### config.mk
export PLATFORM = sky130hd
export DESIGN_NAME = masked_byte_pattern_search_unit
export DESIGN_NICKNAME = d
export VERILOG_FILES = /design/src/design/mbps_pkg.sv /design/src/design/mbps_cell.sv /design/src/design/masked_byte_pattern_search_unit.sv
export SDC_FILE = /design/constraint.sdc
export NUM_CORES = 1
export LEC_CHECK = 0
export BUFFER_PORTS_ARGS = -buffer_cell sky130_fd_sc_hd__buf_2
export CAP_MARGIN = 20
export CORE_MARGIN = 8
export CORE_UTILIZATION = 48
export DETAILED_ROUTE_END_ITERATION = 10
export PLACE_DENSITY = 0.7
export SYNTH_ARGS = -nofsm -noshare
export SYNTH_HDL_FRONTEND = slang
export SYNTH_SLANG_ARGS = --single-unit
### constraint.sdc
create_clock -name clock -period 7.5 [get_ports clock]
set_input_delay 1.5 -clock clock [delete_from_list [all_inputs] [get_ports clock]]
set_output_delay 1.5 -clock clock [all_outputs]
set_load 0.05 [all_outputs]
### src/design/mbps_pkg.sv
`timescale 1ns / 1ps
`default_nettype none

package mbps_pkg;

   // pattern storage is fixed by the register map: two 64-bit words of bytes
   localparam int PATTERN_SLOTS = 16;
   localparam int BYTE_BITS     = 8;
   localparam int LEN_BITS      = 5;
   localparam int CSR_DATA_BITS = 64;
   localparam int CARE_BITS     = 16;
   localparam int RESULT_BITS   = 32;

   // register indexes on the csr channel
   typedef enum logic [1:0] {
      CSR_PATTERN_LOW  = 2'd0,
      CSR_PATTERN_HIGH = 2'd1,
      CSR_CARE_MASK    = 2'd2,
      CSR_PATTERN_LEN  = 2'd3
   } csr_index_type;

   // per-cell compare setup, derived from the pattern registers
   typedef struct packed {
      logic                 active;
      logic                 care;
      logic [BYTE_BITS-1:0] want_byte;
   } cell_ctrl_type;

endpackage

`default_nettype wire

### src/design/mbps_cell.sv
`timescale 1ns / 1ps
`default_nettype none

module mbps_cell
   import mbps_pkg::*;
(
   input  wire logic                 clock,
   input  wire logic                 shift_en,
   input  wire logic [BYTE_BITS-1:0] byte_in,
   input  wire cell_ctrl_type        ctrl,
   output logic      [BYTE_BITS-1:0] byte_out,
   output logic                      miss
);

   logic [BYTE_BITS-1:0] byte_ff;

   // window byte, moves one place down the chain per accepted word
   always_ff @(posedge clock) begin
      if (shift_en) begin
         byte_ff <= byte_in;
      end
   end

   assign byte_out = byte_ff;

   // compare the byte this cell is about to hold against its pattern byte
   assign miss = ctrl.active & ctrl.care & (byte_in != ctrl.want_byte);

endmodule

`default_nettype wire

### src/design/masked_byte_pattern_search_unit.sv
`timescale 1ns / 1ps
`default_nettype none
// The result word is registered and appears in the cycle after the byte that
// completes the match (or the region's last byte) is accepted.
// Throughput: one byte per cycle; the window is a chain of byte cells, each comparing
// in parallel; a new byte is taken in the cycle a waiting result leaves, a stalled result
// holds the input. Reset (synchronous, active high) clears the count, the match flag,
// the output valid and the registers (pattern length to 1, all others to 0).

module masked_byte_pattern_search_unit
   import mbps_pkg::*;
#(
   parameter int MAX_PATTERN_BYTES = 16,
   parameter int OFFSET_BITS       = 32
) (
   input  wire logic                     clock,
   input  wire logic                     reset,
   // input stream
   input  wire logic                     req_tvalid,
   output logic                          req_tready,
   input  wire logic [BYTE_BITS-1:0]     req_tdata,   // [7:0] data_byte
   input  wire logic                     req_tlast,   // region_end
   // result stream
   output logic                          rsp_tvalid,
   input  wire logic                     rsp_tready,
   output logic      [RESULT_BITS-1:0]   rsp_tdata,   // [31:0] match_offset
   output logic                          rsp_tuser,   // [0] found
   // register writes
   input  wire logic                     csr_valid,
   output logic                          csr_ready,
   input  wire logic [1:0]               csr_index,
   input  wire logic [CSR_DATA_BITS-1:0] csr_data
);

   localparam int CAP = (MAX_PATTERN_BYTES < PATTERN_SLOTS) ? MAX_PATTERN_BYTES
                                                            : PATTERN_SLOTS;
   localparam logic [LEN_BITS-1:0]    CAP_LEN   = LEN_BITS'(CAP);
   localparam logic [OFFSET_BITS-1:0] COUNT_MAX = '1;

   // configuration registers
   logic [CSR_DATA_BITS-1:0] pattern_low_ff;
   logic [CSR_DATA_BITS-1:0] pattern_high_ff;
   logic [CARE_BITS-1:0]     care_mask_ff;
   logic [LEN_BITS-1:0]      pattern_len_ff;

   // scan state
   logic [OFFSET_BITS-1:0] count_ff, count_in;
   logic                   done_ff, done_in;

   // result register
   logic                   rsp_valid_ff, rsp_valid_in;
   logic                   rsp_found_ff, rsp_found_in;
   logic [RESULT_BITS-1:0] rsp_offset_ff, rsp_offset_in;

   logic                               accept;
   logic [LEN_BITS-1:0]                len;
   logic [PATTERN_SLOTS-1:0][BYTE_BITS-1:0] pattern;
   logic [OFFSET_BITS-1:0]             count_next;
   logic [OFFSET_BITS-1:0]             offset;
   logic [63:0]                        offset_wide;
   logic                               any_miss;
   logic                               hit;
   logic                               emit;

   logic [MAX_PATTERN_BYTES-1:0][BYTE_BITS-1:0] cell_byte;
   logic [MAX_PATTERN_BYTES-1:0]                cell_miss;

   assign csr_ready  = 1'b1;
   assign accept     = req_tvalid & req_tready;
   assign req_tready = ~rsp_valid_ff | rsp_tready;

   // register writes
   always_ff @(posedge clock) begin
      if (reset) begin
         pattern_low_ff  <= '0;
         pattern_high_ff <= '0;
         care_mask_ff    <= '0;
         pattern_len_ff  <= LEN_BITS'(1);
      end else if (csr_valid) begin
         unique case (csr_index_type'(csr_index))
            CSR_PATTERN_LOW:  pattern_low_ff  <= csr_data;
            CSR_PATTERN_HIGH: pattern_high_ff <= csr_data;
            CSR_CARE_MASK:    care_mask_ff    <= csr_data[CARE_BITS-1:0];
            CSR_PATTERN_LEN:  pattern_len_ff  <= csr_data[LEN_BITS-1:0];
            default: ;
         endcase
      end
   end

   // effective length, clamped to the cell capacity and the pattern slots
   assign len     = (pattern_len_ff > CAP_LEN) ? CAP_LEN : pattern_len_ff;
   assign pattern = {pattern_high_ff, pattern_low_ff};

   // cell chain: cell i holds the byte i places back from the newest
   for (genvar i = 0; i < MAX_PATTERN_BYTES; i++) begin : g_cell
      localparam logic [6:0] CELL_IDX = 7'(i);
      logic [BYTE_BITS-1:0] link;
      logic [3:0]           slot;
      cell_ctrl_type        ctrl;

      if (i == 0) begin : g_head
         assign link = req_tdata;
      end else begin : g_body
         assign link = cell_byte[i-1];
      end

      // pattern byte len-1-i lines up with this cell
      assign slot           = 4'(len - LEN_BITS'(i) - LEN_BITS'(1));
      assign ctrl.active    = {2'b00, len} > CELL_IDX;
      assign ctrl.care      = care_mask_ff[slot];
      assign ctrl.want_byte = pattern[slot];

      mbps_cell u_cell (
         .clock    (clock),
         .shift_en (accept),
         .byte_in  (link),
         .ctrl     (ctrl),
         .byte_out (cell_byte[i]),
         .miss     (cell_miss[i])
      );
   end

   assign any_miss = |cell_miss;

   // saturating byte count including the incoming word
   assign count_next = (count_ff == COUNT_MAX) ? count_ff : count_ff + OFFSET_BITS'(1);

   // match decision and start offset
   always_comb begin
      if (len == '0) begin
         hit    = ~done_ff;
         offset = count_next - OFFSET_BITS'(1);
      end else begin
         hit    = ~done_ff & (count_next >= OFFSET_BITS'(len)) & ~any_miss;
         offset = count_next - OFFSET_BITS'(len);
      end
   end

   assign offset_wide = 64'(offset);
   assign emit        = accept & (hit | (req_tlast & ~done_ff));

   // next scan state and result
   always_comb begin
      count_in      = count_ff;
      done_in       = done_ff;
      rsp_found_in  = rsp_found_ff;
      rsp_offset_in = rsp_offset_ff;
      rsp_valid_in  = rsp_valid_ff & ~rsp_tready;
      if (accept) begin
         count_in = count_next;
         done_in  = done_ff | hit;
         if (req_tlast) begin
            count_in = '0;
            done_in  = 1'b0;
         end
      end
      if (emit) begin
         rsp_valid_in  = 1'b1;
         rsp_found_in  = hit;
         rsp_offset_in = hit ? offset_wide[RESULT_BITS-1:0] : '0;
      end
   end

   // control state
   always_ff @(posedge clock) begin
      if (reset) begin
         count_ff     <= '0;
         done_ff      <= 1'b0;
         rsp_valid_ff <= 1'b0;
      end else begin
         count_ff     <= count_in;
         done_ff      <= done_in;
         rsp_valid_ff <= rsp_valid_in;
      end
   end

   // result payload
   always_ff @(posedge clock) begin
      rsp_found_ff  <= rsp_found_in;
      rsp_offset_ff <= rsp_offset_in;
   end

   assign rsp_tvalid = rsp_valid_ff;
   assign rsp_tdata  = rsp_offset_ff;
   assign rsp_tuser  = rsp_found_ff;

endmodule

`default_nettype wire
== Yosys cells after proc, flatten, opt, wreduce, memory -nomap -nowiden ==
Index checks and enable logic that the tools add are counted.
Word-level totals
  register bits: 336
  output and inout bits: 36
  word-level logic and storage cells: 234
Operators by class
  $add $sub $neg: 33
  magnitude comparators: 34
  eq/ne operators: 20
  mux-type cells: 71
  bitwise logic cells: 45
  reductions and logical operators: 7
Operators by type and width (number)
  binary-select mux 8 bit (select 4 bit): 16
  2-to-1 mux 8 bit: 16
  != test 8 bit: 16
  2-to-1 mux 32 bit: 3
  less-than comparator 4 x 5 -> 1 bit (second input constant): 16
  binary-select mux 1 bit (select 4 bit): 16
  subtractor 4 x 1 -> 4 bit (second input constant): 16
  greater-than comparator 5 x 4 -> 1 bit (second input constant): 8
  AND 1 bit: 38
  adder 32 x 1 -> 32 bit (second input constant): 1
  equality test 32 bit (second input constant): 1
  greater-or-equal comparator 32 x 5 -> 1 bit: 1
  subtractor 32 x 1 -> 32 bit (second input constant): 1
  subtractor 32 x 5 -> 32 bit: 1
  subtractor 4 bit (second input constant): 8
  greater-than comparator 5 x 3 -> 1 bit (second input constant): 4
  2-to-1 mux 1 bit: 19
  OR reduction 16 bit: 1
  subtractor 4 x 3 -> 4 bit (second input constant): 4
  greater-than comparator 5 x 1 -> 1 bit (second input constant): 2
  greater-than comparator 5 x 2 -> 1 bit (second input constant): 2
  AND reduction 2 bit: 4
  subtractor 4 x 2 -> 4 bit (second input constant): 2
  greater-than comparator 5 bit (second input constant): 1
  other kinds (7): 13

== Depth between registers and ports, before layout ==
Gate-level depths: netlist of the first run.
  depth after elaboration: 15
  gate-level depth with buffers: 20
  gate-level depth less buffers: 18

== Modules after synthesis ==
A second synthesis of the first run with hierarchy kept.
Unflattened totals
  cells, all modules: 2216
  area, all modules: 21688.3 µm²
Modules (own cells, without submodules)
  masked_byte_pattern_search_unit: times used 1, cells an instance 1896, area an instance 16383.2 µm², sequential area each 4654.5 µm²
  mbps_cell: times used 16, cells an instance 20, area an instance 331.6 µm², sequential area each 240.2 µm²

== Worst setup path before layout of the first run ==
Ideal clock, no wire load.
  path kind: reg2reg
  start point: register pattern_len_ff[3]
  end point: register rsp_offset_ff[0], in the netlist rsp_tdata[0], enable pin
  setup time: 0.473 ns
  arrival time: 6.305 ns
  required time: 7.027 ns
  path slack: 0.722 ns
  cell stages (with the launch flop): 18
  buffers on the path: 4
  cell sequence: dfxtp_1 -> clkbuf_1 -> nand2b_1 -> buf_2 -> inv_1 -> clkbuf_1 -> ha_1 -> clkbuf_1 -> nor2_1 -> nand2_1 -> nand4_1 -> xnor2_1 -> nand4_1 -> or4_1 -> a221o_1 -> nor4_2 -> a21oi_2 -> a211oi_1
On the way
  longest elaborated chain between the ends: 14
Ends and longest elaborated chain
  start, declared: RTL line masked_byte_pattern_search_unit.sv:44  | logic [LEN_BITS-1:0] pattern_len_ff;
  start signal, assigned: RTL line masked_byte_pattern_search_unit.sv:84  | CSR_PATTERN_LEN: pattern_len_ff <= csr_data[LEN_BITS-1:0];
  greater-than comparator 5 bit: RTL line masked_byte_pattern_search_unit.sv:91  | assign len = (pattern_len_ff > CAP_LEN) ? CAP_LEN : pattern_len_ff;
  2-to-1 mux 5 bit *: RTL line masked_byte_pattern_search_unit.sv:91
  subtractor 4 x 1 -> 4 bit (tied with other cells): RTL line masked_byte_pattern_search_unit.sv:108  | assign slot = 4'(len - LEN_BITS'(i) - LEN_BITS'(1));
  subtractor 4 x 1 -> 4 bit: RTL line masked_byte_pattern_search_unit.sv:108
  binary-select mux 8 bit (select 4 bit) or binary-select mux 1 bit (select 4 bit) (tied branches): RTL line masked_byte_pattern_search_unit.sv:111, masked_byte_pattern_search_unit.sv:110
  2-to-1 mux 8 bit (implied by the code) or 2-to-1 mux 1 bit (tied branches): RTL line masked_byte_pattern_search_unit.sv:111, masked_byte_pattern_search_unit.sv:110
  != test 8 bit or AND 1 bit (tied branches): RTL line mbps_cell.sv:27  | assign miss = ctrl.active & ctrl.care & (byte_in != ctrl.want_byte);
  AND 1 bit: RTL line mbps_cell.sv:27
  OR reduction 16 bit: RTL line masked_byte_pattern_search_unit.sv:123  | assign any_miss = |cell_miss;
  inverter 1 bit: RTL line masked_byte_pattern_search_unit.sv:134  | hit = ~done_ff & (count_next >= OFFSET_BITS'(len)) & ~any_miss;
  AND 1 bit: RTL line masked_byte_pattern_search_unit.sv:134
  2-to-1 mux 1 bit *: RTL line masked_byte_pattern_search_unit.sv:130  | if (len == '0) begin
  bitwise OR 1 bit *: RTL line masked_byte_pattern_search_unit.sv:140  | assign emit = accept & (hit | (req_tlast & ~done_ff));
  AND 1 bit *: RTL line masked_byte_pattern_search_unit.sv:140
  via emit: RTL line masked_byte_pattern_search_unit.sv:63  | logic emit;
  end signal, assigned: RTL line masked_byte_pattern_search_unit.sv:180  | rsp_offset_ff <= rsp_offset_in;
  end, declared: RTL line masked_byte_pattern_search_unit.sv:53  | logic [RESULT_BITS-1:0] rsp_offset_ff, rsp_offset_in;
The timed path passes the listed nets; every way through them passes the cells marked *. The select of a mux whose other input is x is not followed.
A chain may end at the register's enable or synchronous reset.

== Worst setup path after layout of the first run ==
  start point: register pattern_len_ff[2]
  end point: register rsp_offset_ff[11], in the netlist rsp_tdata[11], enable pin
Same word-level chain as after synthesis.

==> results of run 1 <==
==> power groups by stage <==
stage | Combinational, mW | Clock [mW] | Sequential, mW
global route | 1.57 | 2.11 | 2.29
finish | 1.51 | 2.02 | 2.29
floorplan | 0.937 | 0 | 2.29
global placement | 1.46 | 0 | 2.31
detailed placement | 1.47 | 0 | 2.31
CTS | 1.47 | 2.05 | 2.27
==> logic make-up (layout without fill, tap and decap cells) <==
kind of cell	Yosys count	in the layout	synth area share (%)
AO/OA/AOI/OAI	740	740	19.3
buffers and inverters	277	296	4.99
other	1	1	0.0145
adder cells (fa/ha/maj)	9	9	0.464
AND/OR/NAND/NOR	1019	1019	18.9
flip-flops	336	336	31.9
multiplexers	301	301	14.9
XOR/XNOR	281	281	9.54
==> layer usage <==
metal	GRT usage, %	vias up
li1	-	10900
met1	53.6	12600
met2	56.4	1833
met3	11.5	328
met4	17.2	2
met5	0	-
==> critical path, stage by stage (launching register included) <==
cell and delay, ns:
dfxtp_2 0.81, or3_1 0.68, buf_4 0.30, nand3_1 0.28, buf_4 0.31, mux2_2 0.28
a211oi_1 0.42, o21ai_0 0.31, a2111oi_2 0.44, nand4_1 0.19, a41oi_1 0.22, nand4_1 0.14
nor4_2 0.46, buf_4 0.21, a21oi_4 0.06, a211oi_4 0.29, buf_4 0.38
==> worst min-delay path by stage <==
| stage | slack [ns] | cells past startpoint | to | start |
|---|---|---|---|---|
| after global routing | 0.48 | 0 | g_cell[2].u_cell.byte_out[1]$_DFFE_PP_ | g_cell[1].u_cell.byte_out[1]$_DFFE_PP_ |
| after floorplan | 0.42 | 0 | g_cell[5].u_cell.byte_out[1]$_DFFE_PP_ | g_cell[4].u_cell.byte_out[1]$_DFFE_PP_ |
| after CTS | 0.48 | 0 | g_cell[4].u_cell.byte_out[0]$_DFFE_PP_ | g_cell[3].u_cell.byte_out[0]$_DFFE_PP_ |
| after detailed placement | 0.46 | 0 | g_cell[4].u_cell.byte_out[0]$_DFFE_PP_ | g_cell[3].u_cell.byte_out[0]$_DFFE_PP_ |
| final | 0.48 | 0 | g_cell[4].u_cell.byte_out[0]$_DFFE_PP_ | g_cell[3].u_cell.byte_out[0]$_DFFE_PP_ |
| after global placement | 0.45 | 0 | g_cell[4].u_cell.byte_out[0]$_DFFE_PP_ | g_cell[3].u_cell.byte_out[0]$_DFFE_PP_ |
==> sequential cells by signal (all words and copies together), names as in the netlist <==
| register | cells |
|---|---|
| care_mask_ff | 16 |
| count_ff | 32 |
| done_ff | 1 |
| g_cell.u_cell.byte_out | 120 |
| pattern_high_ff | 64 |
| pattern_len_ff | 5 |
| pattern_low_ff | 64 |
| rsp_tdata | 32 |
| rsp_tuser | 1 |
| rsp_tvalid | 1 |
==> stage by stage <==
step | total power [mW] | utilization (%)
2_1_floorplan | 3.23 | -
3_3_place_gp | 3.77 | 50.0
3_5_place_dp | 3.78 | 50.0
4_1_cts | 5.79 | 52.5
5_1_grt | 5.98 | 52.5
6_report | 5.82 | 52.5
==> Yosys cell counts (30+ instances only) <==
cell type	count	share of area, %
a211oi_1	38	1.1
a21oi_1	251	4.9
a22oi_1	42	1.2
buf_2	59	1.1
clkbuf_1	126	1.8
dfxtp_1	183	14
edfxtp_1	153	18
inv_1	37	0.54
mux2_2	57	2.5
mux2i_1	179	6.9
mux4_2	62	5.4
nand2_1	436	6.3
nand3_1	56	1.1
nand4_1	30	0.72
nor2_1	212	3.1
nor3_1	78	1.5
nor3_2	31	1.2
o21ai_0	75	1.4
o221ai_1	32	1.1
o22ai_1	69	1.7
xnor2_1	152	5.1
xor2_1	128	4.3
==> final cells by class <==
cell class,instances,area [um^2],share of cell area [%]
Timing Repair Buffer,185,1120,3.98
Sequential cell,336,8270,29.4
Clock buffer,48,1040,3.69
Inverter,42,163,0.578
Multi-Input combinational cell,2351,16400,58.2
Tap cell,696,871,3.09
Clock inverter,21,299,1.06
==> flow_metrics.tcl, run 1 <==
set metrics [dict create \
    status "finished, final reports clean" \
    post_drt_via_cell_ratio 6.98 \
    drc 0 \
    synth_seq_cells 336 \
    cts_made_buffers 38 \
    synth-warning-count 0 \
    drive_above_1_share_pct 16.1 \
    wl_met2_um 50900 \
    vdd_drop_max_mv 0.205 \
    grt-ovfl-total 0 \
    power.internal_mw 3.78 \
    p_sw_share_pct 35.2 \
    drtIter0Drc 3707 \
    hold_ws_ns 0.480 \
    worstSetupStartpoint "pattern_len_ff[2]$_SDFFE_PP0P_" \
    root_buffer "clkbuf_16" \
    place.gp.congestion 1.06 \
    finalInstanceArea_um2 28200 \
    r2r-start "pattern_len_ff[2]$_SDFFE_PP0P_" \
    wl_met3_um 16800 \
    grt_max_degree 123 \
    io_buffers 114 \
    p_leak_nw 10.3 \
    cts_resized 0 \
    io_pins 116 \
    pwr-share-comb_pct 25.9 \
    syn_area_um2 25900 \
    clk_pin_slew_ns 0.06 \
    max_slew_margin_pct 23.5 \
    dr.pass1.iters 6 \
    antenna_found_initial 4 \
    finalMaxSlewViolations 0 \
    cp.required_ns 7.75 \
    critPathArrivalTime_ns 6.40 \
    core_area_um2 53600 \
    cts_tree "built" \
    setup_viol 0 \
    ys_types 110 \
    htreeDepth 2 \
    reg2reg_depth 16 \
    top_layer "met5" \
    dp_slack_ns 1.46 \
    worstReg2RegEnd "rsp_tdata[11]$_SDFFCE_PN0P_" \
    synth.avg_cell_area_um2 8.73 \
    hold_violations 0 \
    fmax_mhz 163 \
    hold_class "reg -> reg" \
    die_w_um 248 \
    clockPowerShare_pct 34.7 \
    final_cell_mix "436 x nand2_1, 250 x a21oi_1, 209 x nor2_1" \
    cts.path.max_buffers 3 \
    vias 25700 \
    final.setup.worst_slack_ns 1.35 \
    routed_wl_um 123000 \
    endpoint "rsp_tdata[11]$_SDFFCE_PN0P_" \
    postCtsHoldBufs 0 \
    hpwl_um 94600 \
    powerDensity_nw_per_um2 207 \
    finClkSkew_ns 0.0192 \
    synth_top_flop_cell "dfxtp_1" \
    syn_nets 3053 \
    post-route-min-period_ns 6.15 \
    dpl_cell_area_um2 26800 \
    fillers 4982 \
    crit_path_end_kind "flip-flop" \
    yosysSeqAreaShare_pct 31.9 \
    synth_cells 2964 \
    wl_met1_um 48700 \
    fp.dieH_um 248 \
    rows 85 \
    clkSinkCount 336 \
    rsz0062_at_grt "false" \
    period_share_pct 82.0 \
    grt_pass1_wl_um 174000 \
    final_antenna_net_count 0 \
    async_reset_ff_share_pct 0 \
    syn_to_final_growth_pct 8.77 \
    synth_edf_count 153 \
    crit_type "reg -> reg" \
    cts_setup_buffers 0 \
    dp.cells 3610 \
    grtUsageTotal_pct 39.1 \
    fin_nets 3043 \
    finalNonFillerCells 3679 \
    start_util_pct 48.3 \
    tightest_slew_ns 1.15 \
    critPathLaunchType "flip-flop" \
    r2r_setup_slack_ns 1.35 \
    pwr-share-seq_pct 39.4 \
    mostFrequentLayoutCell "nand2_1" \
    wl_per_cell_um 33.4 \
    worstSkewPairLatency_ns 0.58 \
    grt_pass1_vias 23500 \
    critPathMaxFanout 28 \
    dieArea_um2 61600 \
    fin_tns_setup_ns 0 \
    p_sw_mw 2.05 \
    drv_cap 0 \
    antenna_cells 0 \
]
Power figures use the tool's default switching activity.
==> run 2: changes to the inputs <==
--- a/config.mk
+++ b/config.mk
@@ -10,7 +10,7 @@
 export CORE_MARGIN = 8
 export CORE_UTILIZATION = 48
 export DETAILED_ROUTE_END_ITERATION = 10
-export PLACE_DENSITY = 0.7
+export PLACE_DENSITY = 0.72
 export SYNTH_ARGS = -nofsm -noshare
 export SYNTH_HDL_FRONTEND = slang
 export SYNTH_SLANG_ARGS = --single-unit
==> constraint.sdc (replaced) <==
create_clock -name clock -period 5.3 [get_ports clock]
set_input_delay 1.06 -clock clock [delete_from_list [all_inputs] [get_ports clock]]
set_output_delay 1.06 -clock clock [all_outputs]
set_load 0.05 [all_outputs]
==> flow_metrics.tcl, run 2 (synthesis gave the netlist of run 1 again) <==
set metrics [dict create \
    hold_class "reg -> reg" \
    cp.required_ns 5.59 \
    min_to "g_cell[2].u_cell.byte_out[7]$_DFFE_PP_" \
    syn_to_final_growth_pct 14.9 \
    worstReg2RegEnd "rsp_tdata[27]$_SDFFCE_PN0P_" \
    drtIter0Drc 4396 \
    fillers 4948 \
    p_leak_nw 11.3 \
    crit_type "reg -> reg" \
    dp_slack_ns 0.179 \
    grt_pass1_wl_um 182000 \
    core_area_um2 53600 \
    hold_violations 0 \
    reg2reg_depth 15 \
    pwr-share-comb_pct 28.9 \
    dieArea_um2 61600 \
    seqCellArea_um2 8270 \
    htreeDepth 2 \
    dpl_cell_area_um2 28400 \
    routed_wl_um 129000 \
    grt_max_degree 84 \
    grt-ovfl-total 0 \
    critPathMaxFanout 25 \
    finalNonFillerCells 3861 \
    root_buffer "clkbuf_16" \
    vdd_drop_max_mv 0.297 \
    power.internal_mw 5.41 \
    p_sw_mw 3.13 \
    largest_reg_flops 120 \
    cp_top_family "simple AND/OR/NAND/NOR gates" \
    wl_per_cell_um 33.4 \
    status "finished, final reports clean" \
    mostFrequentLayoutCell "nand2_1" \
    period_share_pct 99.4 \
    critPathLaunchType "flip-flop" \
    rsz0062_at_grt "false" \
    finalMaxSlewViolations 0 \
    final_cell_mix "436 x nand2_1, 250 x a21oi_1, 228 x buf_4" \
    critPathArrivalTime_ns 5.56 \
    grt_pass1_vias 24900 \
    p_sw_share_pct 36.6 \
    vias 26900 \
    max_slew_margin_pct 13.5 \
    cts_setup_buffers 0 \
    tightest_slew_ns 1.29 \
    hpwl_um 99700 \
    post-route-min-period_ns 5.27 \
    cts_made_buffers 40 \
    cpPeakStageDelay_ns 0.57 \
    rows 85 \
    place.gp.congestion 1.06 \
    die_w_um 248 \
    dp.cells 3787 \
    multi_input_area_um2 16400 \
    cts_tree "built" \
    r2r_setup_slack_ns 0.03 \
    fmax_mhz 190 \
    final_antenna_net_count 0 \
    fp.dieH_um 248 \
    finalInstanceArea_um2 29700 \
    finalPower_mw 8.54 \
    crit_path_end_kind "flip-flop" \
    dr.pass1.iters 6 \
    hold_ws_ns 0.480 \
    cts.path.max_buffers 3 \
    worstSkewPairLatency_ns 0.60 \
    grtUsageTotal_pct 40.9 \
    cp_cell_sequence "or3_1 > nand2_1 > a221o_1 > o22ai_1 > xnor2_1 > nor4_1 > buf_4 > nand4_1 > a32oi_1 > nand4_1 > nor4_2 > buf_4 > a21oi_4 > a211oi_4 > buf_12" \
    fin_nets 3222 \
    finClkSkew_ns 0.0308 \
    r2r-start "pattern_len_ff[1]$_SDFFE_PP0P_" \
    clk_pin_slew_ns 0.06 \
    final.setup.worst_slack_ns 0.0341 \
    fin_util_pct 55.5 \
    drive_above_1_share_pct 20.9 \
    critPathBufInv 3 \
    antenna_found_initial 4 \
    drv_cap 0 \
    drc 0 \
    start_util_pct 48.3 \
    pwr-share-seq_pct 37.3 \
    powerDensity_nw_per_um2 287 \
    post_drt_via_cell_ratio 6.98 \
    clkSinkCount 336 \
    whs_path_depth 0 \
    critical_path.slowest_cell "dfxtp_4" \
    fin_tns_setup_ns 0 \
    setup_viol 0 \
    clockPowerShare_pct 33.7 \
    io_pins 116 \
    hp-start "g_cell[1].u_cell.byte_out[7]$_DFFE_PP_" \
    io_buffers 114 \
]
## run 2: cell types whose count changed in the layout (fill, tap and decap cells not counted), moves of 2 or more
cell,delta
clkinv_1,+4
clkbuf_16,+2
buf_4,+159
bufinv_16,-4
clkbuf_1,-3
buf_12,+19
clkbuf_8,+2
## run 2: worst max-delay path by stage
stage                                       end  depth (start not counted)                            from  slack (ns)
global route         rsp_tdata[1]$_SDFFCE_PN0P_                         15  pattern_len_ff[1]$_SDFFE_PP0P_        0.02
floorplan            rsp_tdata[0]$_SDFFCE_PN0P_                         17  pattern_len_ff[3]$_SDFFE_PP0P_        0.14
global placement            rsp_tuser$_DFFE_PP_                         17  pattern_len_ff[0]$_SDFFE_PP1P_        0.21
detailed placement  rsp_tdata[29]$_SDFFCE_PN0P_                         15  pattern_len_ff[1]$_SDFFE_PP0P_        0.18
CTS                 rsp_tdata[28]$_SDFFCE_PN0P_                         15  pattern_len_ff[1]$_SDFFE_PP0P_        0.16
finish              rsp_tdata[27]$_SDFFCE_PN0P_                         15  pattern_len_ff[1]$_SDFFE_PP0P_        0.03
## run 2: routing by layer
| metal | vias up | part of all wire (%) | track usage, % |
|---|---|---|---|
| met3 | 383 | 14 | 11.7 |
| met5 | - | 0.0085 | 0 |
| met4 | 2 | 5.4 | 17.7 |
| met1 | 13100 | 40 | 55.8 |
| met2 | 2144 | 41 | 59.8 |
| li1 | 11300 | - | - |
## run 2: final cells by class
cell class | instances | share of cell area, %
clock inverter | 24 | 0.795
timing repair buffer | 362 | 9.04
tap | 696 | 2.93
sequential | 336 | 27.8
inverter | 42 | 0.547
multi-input combinational | 2351 | 55.2
antenna | 1 | 0.00841
clock buffer | 49 | 3.72
## run 2: power groups by stage
stage	Sequential, mW	Clock (mW)	Combinational (mW)
after floorplan	3.24	0	1.33
after global placement	3.21	0	2.36
after detailed placement	3.22	0	2.38
after CTS	3.17	2.90	2.39
after global routing	3.19	2.98	2.55
final	3.19	2.88	2.47
## run 2: worst reg2reg max path, cell delays in order (launching register included)
cell      delay, ns
dfxtp_4        0.57
or3_1          0.44
nand2_1        0.47
a221o_1        0.51
o22ai_1        0.54
xnor2_1        0.14
nor4_1         0.48
buf_4          0.22
nand4_1        0.11
a32oi_1        0.19
nand4_1        0.15
nor4_2         0.31
buf_4          0.18
a21oi_4        0.08
a211oi_4       0.31
buf_12         0.24
## run 2: timing repair
item	4_1_cts	5_1_grt
hold buffers	0	0
resized for setup	0	2
hold endpoints to repair	0	0
setup endpoints to repair	0	21
